==> config.mk <==
export PLATFORM = sky130hd
export DESIGN_NAME = vlp_cell
export DESIGN_NICKNAME = d
export VERILOG_FILES = /design/src/hdl/vlp_pkg.sv /design/src/hdl/vlp_cell.sv
export SDC_FILE = /design/constraint.sdc
export NUM_CORES = 1
export LEC_CHECK = 0
export BUFFER_PORTS_ARGS = -buffer_cell sky130_fd_sc_hd__buf_2
export CAP_MARGIN = 5
export CORE_ASPECT_RATIO = 0.7
export CORE_UTILIZATION = 45
export CTS_CLUSTER_DIAMETER = 60
export DETAILED_ROUTE_END_ITERATION = 8
export GPL_TIMING_DRIVEN = 0
export HOLD_SLACK_MARGIN = 0.03
export PLACE_DENSITY = 0.86
export SYNTH_ARGS = -nofsm -noshare
export SYNTH_HDL_FRONTEND = slang
export SYNTH_SLANG_ARGS = --single-unit
==> constraint.sdc <==
create_clock -name i_clk -period 4.35 [get_ports i_clk]
set_input_delay 0.2175 -clock i_clk [delete_from_list [all_inputs] [get_ports i_clk]]
set_output_delay 0.2175 -clock i_clk [all_outputs]
set_load 0.005 [all_outputs]
==> src/hdl/vlp_pkg.sv <==
// ----------------------------------------------------------------------------
// vlp_pkg
// Shared types and constants for the volume local peak top list block.
// ----------------------------------------------------------------------------
`default_nettype none

package vlp_pkg;

    // Configuration register indexes.
    localparam logic [1:0] CFG_SIZE_X     = 2'd0;
    localparam logic [1:0] CFG_SIZE_Y     = 2'd1;
    localparam logic [1:0] CFG_SIZE_Z     = 2'd2;
    localparam logic [1:0] CFG_PEAK_COUNT = 2'd3;

    localparam int CFG_IDX_WIDTH  = 2;
    localparam int CFG_DATA_WIDTH = 7;

    typedef enum logic [2:0] {
        S_IDLE,
        S_CENTER,
        S_NBR,
        S_DRAIN,
        S_INSERT,
        S_ADV,
        S_EMIT
    } t_state;

    // Control shared by every list cell.
    typedef struct packed {
        logic seed;
        logic ins;
        logic pop;
    } t_cell_ctl;

endpackage

`default_nettype wire

==> src/hdl/vlp_cell.sv <==
// ----------------------------------------------------------------------------
// vlp_cell
// One entry of the descending peak list. Takes the candidate, shifts down
// from its upper neighbor on insert, and shifts up from its lower neighbor
// while the list is read out.
// ----------------------------------------------------------------------------
`default_nettype none

module vlp_cell #(
    parameter int VW = 32,
    parameter int CRW = 18
) (
    input  wire logic                 i_clk,
    input  wire vlp_pkg::t_cell_ctl   i_ctl,
    input  wire logic                 i_en,
    input  wire logic signed [VW-1:0] i_cand_val,
    input  wire logic [CRW-1:0]       i_cand_crd,
    input  wire logic                 i_prev_ge,
    input  wire logic signed [VW-1:0] i_prev_val,
    input  wire logic [CRW-1:0]       i_prev_crd,
    input  wire logic signed [VW-1:0] i_next_val,
    input  wire logic [CRW-1:0]       i_next_crd,
    output logic                      o_ge,
    output logic                      o_gt,
    output logic signed [VW-1:0]      o_val,
    output logic [CRW-1:0]            o_crd
);
    logic signed [VW-1:0] r_val;
    logic [CRW-1:0]       r_crd;

    assign o_ge  = i_cand_val >= r_val;
    assign o_gt  = i_cand_val > r_val;
    assign o_val = r_val;
    assign o_crd = r_crd;

    always_ff @(posedge i_clk) begin
        if (i_ctl.seed) begin
            r_val <= i_cand_val;
            r_crd <= '0;
        end else if (i_ctl.ins && i_en) begin
            // An upper cell that also takes or shifts pushes its entry down.
            if (i_prev_ge) begin
                r_val <= i_prev_val;
                r_crd <= i_prev_crd;
            end else if (o_ge) begin
                r_val <= i_cand_val;
                r_crd <= i_cand_crd;
            end
        end else if (i_ctl.pop) begin
            r_val <= i_next_val;
            r_crd <= i_next_crd;
        end
    end
endmodule

`default_nettype wire

Word level (Yosys, flattened, before mapping)
Index checks and enable logic that the tools add are counted.
W data, S select, Z words.
{"block": "totals", "reg_bits": 50, "input_bits": 156, "output_inout_bits": 52, "word_cells": 20}
{"block": "classes", "n_lt_le_gt_ge": 2, "n_eq_ne": 2, "mux": 9, "n_reduce_logical": 5}
{"op": "$mux W32", "count": 5}
{"op": "$mux W18", "count": 4}
{"op": "$ge A32 B32 Y1", "count": 1}
{"op": "$gt A32 B32 Y1", "count": 1}
{"op": "$ne A4 B4 Y1 const B", "count": 1}
{"op": "$reduce_and A2 Y1", "count": 2}
{"op": "$ne A3 B3 Y1 const B", "count": 1}
{"op": "$reduce_bool A3 Y1", "count": 1}
{"op": "$reduce_bool A2 Y1", "count": 1}
{"op": "$logic_and A1 B1 Y1", "count": 1}

Depth between registers and ports, before layout
{"block": "logic_depth", "ltp_word": 5, "depth_mapped": 11}

Least setup slack after synthesis
OpenSTA, ideal clock, no wires.
{"block": "synth_path", "path_kind": "reg2reg", "startpoint": "register r_val[14] (netlist: o_val[14])", "endpoint": "register r_val[0] (netlist: o_val[0]) (enable)", "setup_ps": 482, "t_arrival_ps": 2887, "setup_slack_ps": 982, "stages_incl_launch_ff": 11, "path_cell_list": "edfxtp_1 inv_1 ha_1 nand4_1 or4_1 a21o_1 a31o_1 a2111o_1 o211ai_2 buf_6 nand2b_1"}
{"block": "synth_between", "elab_chain_len": 3}
{"item": "from (decl)", "line": "vlp_cell.sv:28", "text": "logic signed [VW-1:0] r_val;"}
{"item": "from (signal assigned)", "line": "vlp_cell.sv:38", "text": "r_val <= i_cand_val;"}
{"item": "from (signal assigned)", "line": "vlp_cell.sv:43", "text": "r_val <= i_prev_val;"}
{"item": "from (signal assigned)", "line": "vlp_cell.sv:46", "text": "r_val <= i_cand_val;"}
{"item": "$ge A32 B32 Y1", "line": "vlp_cell.sv:31", "text": "assign o_ge = i_cand_val >= r_val;"}
{"item": "$ne A4 B4 Y1 (no source line)"}
{"item": "$reduce_and A2 Y1 (no source line)"}
Every way passes these cells.
A chain may end at the register's enable or synchronous reset.

Worst setup path in the final report
{"block": "layout_path", "startpoint": "register r_val[14] (netlist: o_val[14])", "endpoint": "register r_val[9] (netlist: o_val[9]) (enable)"}
Same word-level chain as after synthesis.

==> run_results.csv <==
group,metric,value,unit
place,hpwl,8600,um
timing,rsz0062_at_grt,"false",
clocking,numCtsBuffers,5,
synthesis,avgSynthCellArea,9.25,um^2
drt,totalWireLength,10900,um
timing,clock.fmax,0.291,GHz
synthesis,synth-main-ff-cell,"edfxtp_1",
global_route,grt_pass1_vias,3730,
power,p_leak,2.50,nW
run,max_cap_violations,0,
global_route,antenna_found_initial,0,
final_layout,syn_to_final_growth,36.9,%
drt,drt_iter0_drc,200,
clocking,cts_tree,"done",
drt,detail_route.wl_per_cell,15.6,um
timing,relSlewSlack,43.5,%
clocking,post_cts_buffers,0,
drt,vias_per_cell,5.29,
worst_setup_path,timing.rr.start,"o_val[14]$_DFFE_PP_",
worst_setup_path,worstSetupStartpointType,"flop",
global_route,grt_use_total,26.3,%
worst_setup_path,cp-end-kind,"flop",
synthesis,synth.distinct_cells,37,
clocking,clk_pin_slew,70,ps
timing,layout_min_cycle_time,3440,ps
clocking,clockBufferDepth,2,
final_layout,antenna_cells,0,
synthesis,synth_top_area_share,27.0,%
synthesis,synth.most_common_cell,"nand2_1",
synthesis,synth_seq_cells,50,
drt,num_vias,3684,
synthesis,syn_nets,572,
die,rows,26,
synthesis,yosys.area.top_type,"edfxtp_1",
global_route,grt_max_degree,33,
drt,drc_errors,0,
clocking,ctsResizeCount,0,
worst_setup_path,crit_arrival,3290,ps
timing,min_period_over_period,79.1,%
die,die_w,108,um
die,core,7480,um^2
place,place_congestion,0.897,
timing,worst_slew_pin_slew,847,ps
final_layout,multi_input_area,2000,um^2
power,pwr_density_cell,290,nW/um^2
hold_path,min-delay-path-class,"input port to flop",
timing,finalHoldViolations,0,
synthesis,ys_seq_area_share,37.2,%
worst_setup_path,critical_path_class,"flop to flop",
die,start_util,47.5,%
place,dpl-instance-area,4710,um^2
synthesis,async_flop_share,0,%
clocking,cts_root_buf,"clkbuf_16",
die,die_area,8260,um^2
synthesis,ys_warn_count,0,
worst_setup_path,ff2ff_path_depth,10,
global_route,grt_pass1_wl,17200,um
worst_setup_path,crit_path_end,"o_val[9]$_DFFE_PP_",
drt,drtPass1Iterations,6,
synthesis,synthTopCellsByArea,"edfxtp_1 27%, ha_1 11%, dfxtp_1 10%",
synthesis,synth_cells,384,
worst_setup_path,r2r_end,"o_val[9]$_DFFE_PP_",
synthesis,synth_edf_count,32,
final_layout,layout.nets,786,
timing,tns,0,ps
run_status,status,"finished clean",
clocking,clock-sinks,50,
global_route,grt_remaining_overflow,0,
final_layout,nFillCells,647,
clocking,htreeDepth,2,
worst_setup_path,r2r_slack,910,ps
timing,skew,7.29,ps
timing,drv_slew,0,
final_layout,fin_area,4870,um^2
worst_setup_path,crit_fanout,32,
power,ir_drop,208,uV
die,io_pins,208,
final_layout,drive_gt1_share,36.7,%
place,placement.io_buffers,207,
clocking,cts_hold_repair.buffers,0,
final_layout,seq_area,1320,um^2
synthesis,synth_commonest_cells,"39 x nand2_1, 36 x mux2i_1, 34 x o21ai_0",
worst_setup_path,cp-startpoint,"o_val[14]$_DFFE_PP_",
die,chipHeight,76.3,um
drt,final_antenna_net_count,0,
synthesis,syn_area,3550,um^2
clocking,clock_latency,290,ps
timing,hold-worst-slack,229,ps
timing,setup_viol_count_final,0,
worst_setup_path,required,4210,ps
==> layer usage <==
metal  track usage [%]  vias to the layer above  share of wire [%]
li1                  -                     1826                  -
met1              33.5                     1702                 45
met2              47.1                      152                 49
met3              4.45                        4                6.2
met4              3.97                        0               0.30
met5                 0                        -                  0
==> through the flow <==
stage / setup slack, ps / instances / utilization (%) / power, mW
global placement: 400 / 689 / 63.0 / 0.998
detailed placement: 879 / 689 / 63.0 / 1.02
CTS: 861 / 697 / 65.0 / 1.42
finish: 911 / 697 / 65.0 / 1.41
floorplan: 982 / 384 / - / 0.819
global route: 723 / 697 / 65.0 / 1.50
==> sequential cells by signal, summed over array words and instances, names as in the netlist <==
name and flops:
o_crd 18, o_val 32
==> cells by family (layout without fill, tap and decap cells) <==
| group | after synthesis | count (layout) | synth area share [%] |
|---|---|---|---|
| AND/OR/NAND/NOR | 99 | 99 | 13.5 |
| flip-flops | 50 | 50 | 37.2 |
| XOR/XNOR | 1 | 1 | 0.247 |
| AO/OA/AOI/OAI | 109 | 109 | 21.0 |
| buffers and inverters | 57 | 272 | 6.69 |
| multiplexers | 36 | 36 | 10.1 |
| adder cells (fa/ha/maj) | 32 | 32 | 11.3 |
==> layout by cell type, fill, tap and decap left out, types with 11 or more instances in the layout <==
cell	count
buf_2	207
a21oi_1	11
ha_1	32
clkbuf_1	21
a211o_1	18
dfxtp_1	18
o21ai_0	34
nand2b_1	20
mux2i_1	36
a22oi_1	32
inv_1	32
edfxtp_1	32
nor2_1	21
nand2_1	39
==> layout make-up <==
type                            instances  area share, %
Multi-Input combinational cell        277           41.0
Sequential cell                        50           27.2
Timing Repair Buffer                  207           21.3
Clock buffer                            6           2.85
Tap cell                               98           2.52
Inverter                               32           2.47
Buffer                                 25           2.42
Clock inverter                          2          0.257
==> worst min-delay path by stage <==
stage	start	end	slack, ps	cells past startpoint
detailed placement	o_crd[0]$_SDFFE_PP0P_	o_crd[0]$_SDFFE_PP0P_	470	2
global placement	o_crd[0]$_SDFFE_PP0P_	o_crd[0]$_SDFFE_PP0P_	460	2
global route	i_cand_val[31]	o_val[31]$_DFFE_PP_	240	3
floorplan	i_cand_val[0]	o_val[0]$_DFFE_PP_	400	2
finish	i_cand_val[4]	o_val[4]$_DFFE_PP_	230	3
CTS	i_cand_val[20]	o_val[20]$_DFFE_PP_	230	3
==> where the power goes <==
| group | leakage (nW) | switching [mW] | internal (mW) | total [mW] |
|---|---|---|---|---|
| registers | 0.485 | 0.0270 | 0.565 | 0.592 |
| clock network | 0.0729 | 0.176 | 0.228 | 0.404 |
| logic | 1.94 | 0.210 | 0.203 | 0.413 |
| total | 2.50 | 0.413 | 0.997 | 1.41 |
==> critical path, cell delays in order (launching register included) <==
cell      delay, ps
edfxtp_1        370
inv_1            50
ha_1            280
nand4_1         130
or4_1           580
a21o_1          180
a31o_1          250
a2111o_1        390
o211ai_2         80
buf_6           200
nand2b_2        480
No activity file was read; power rests on OpenSTA's default activity.
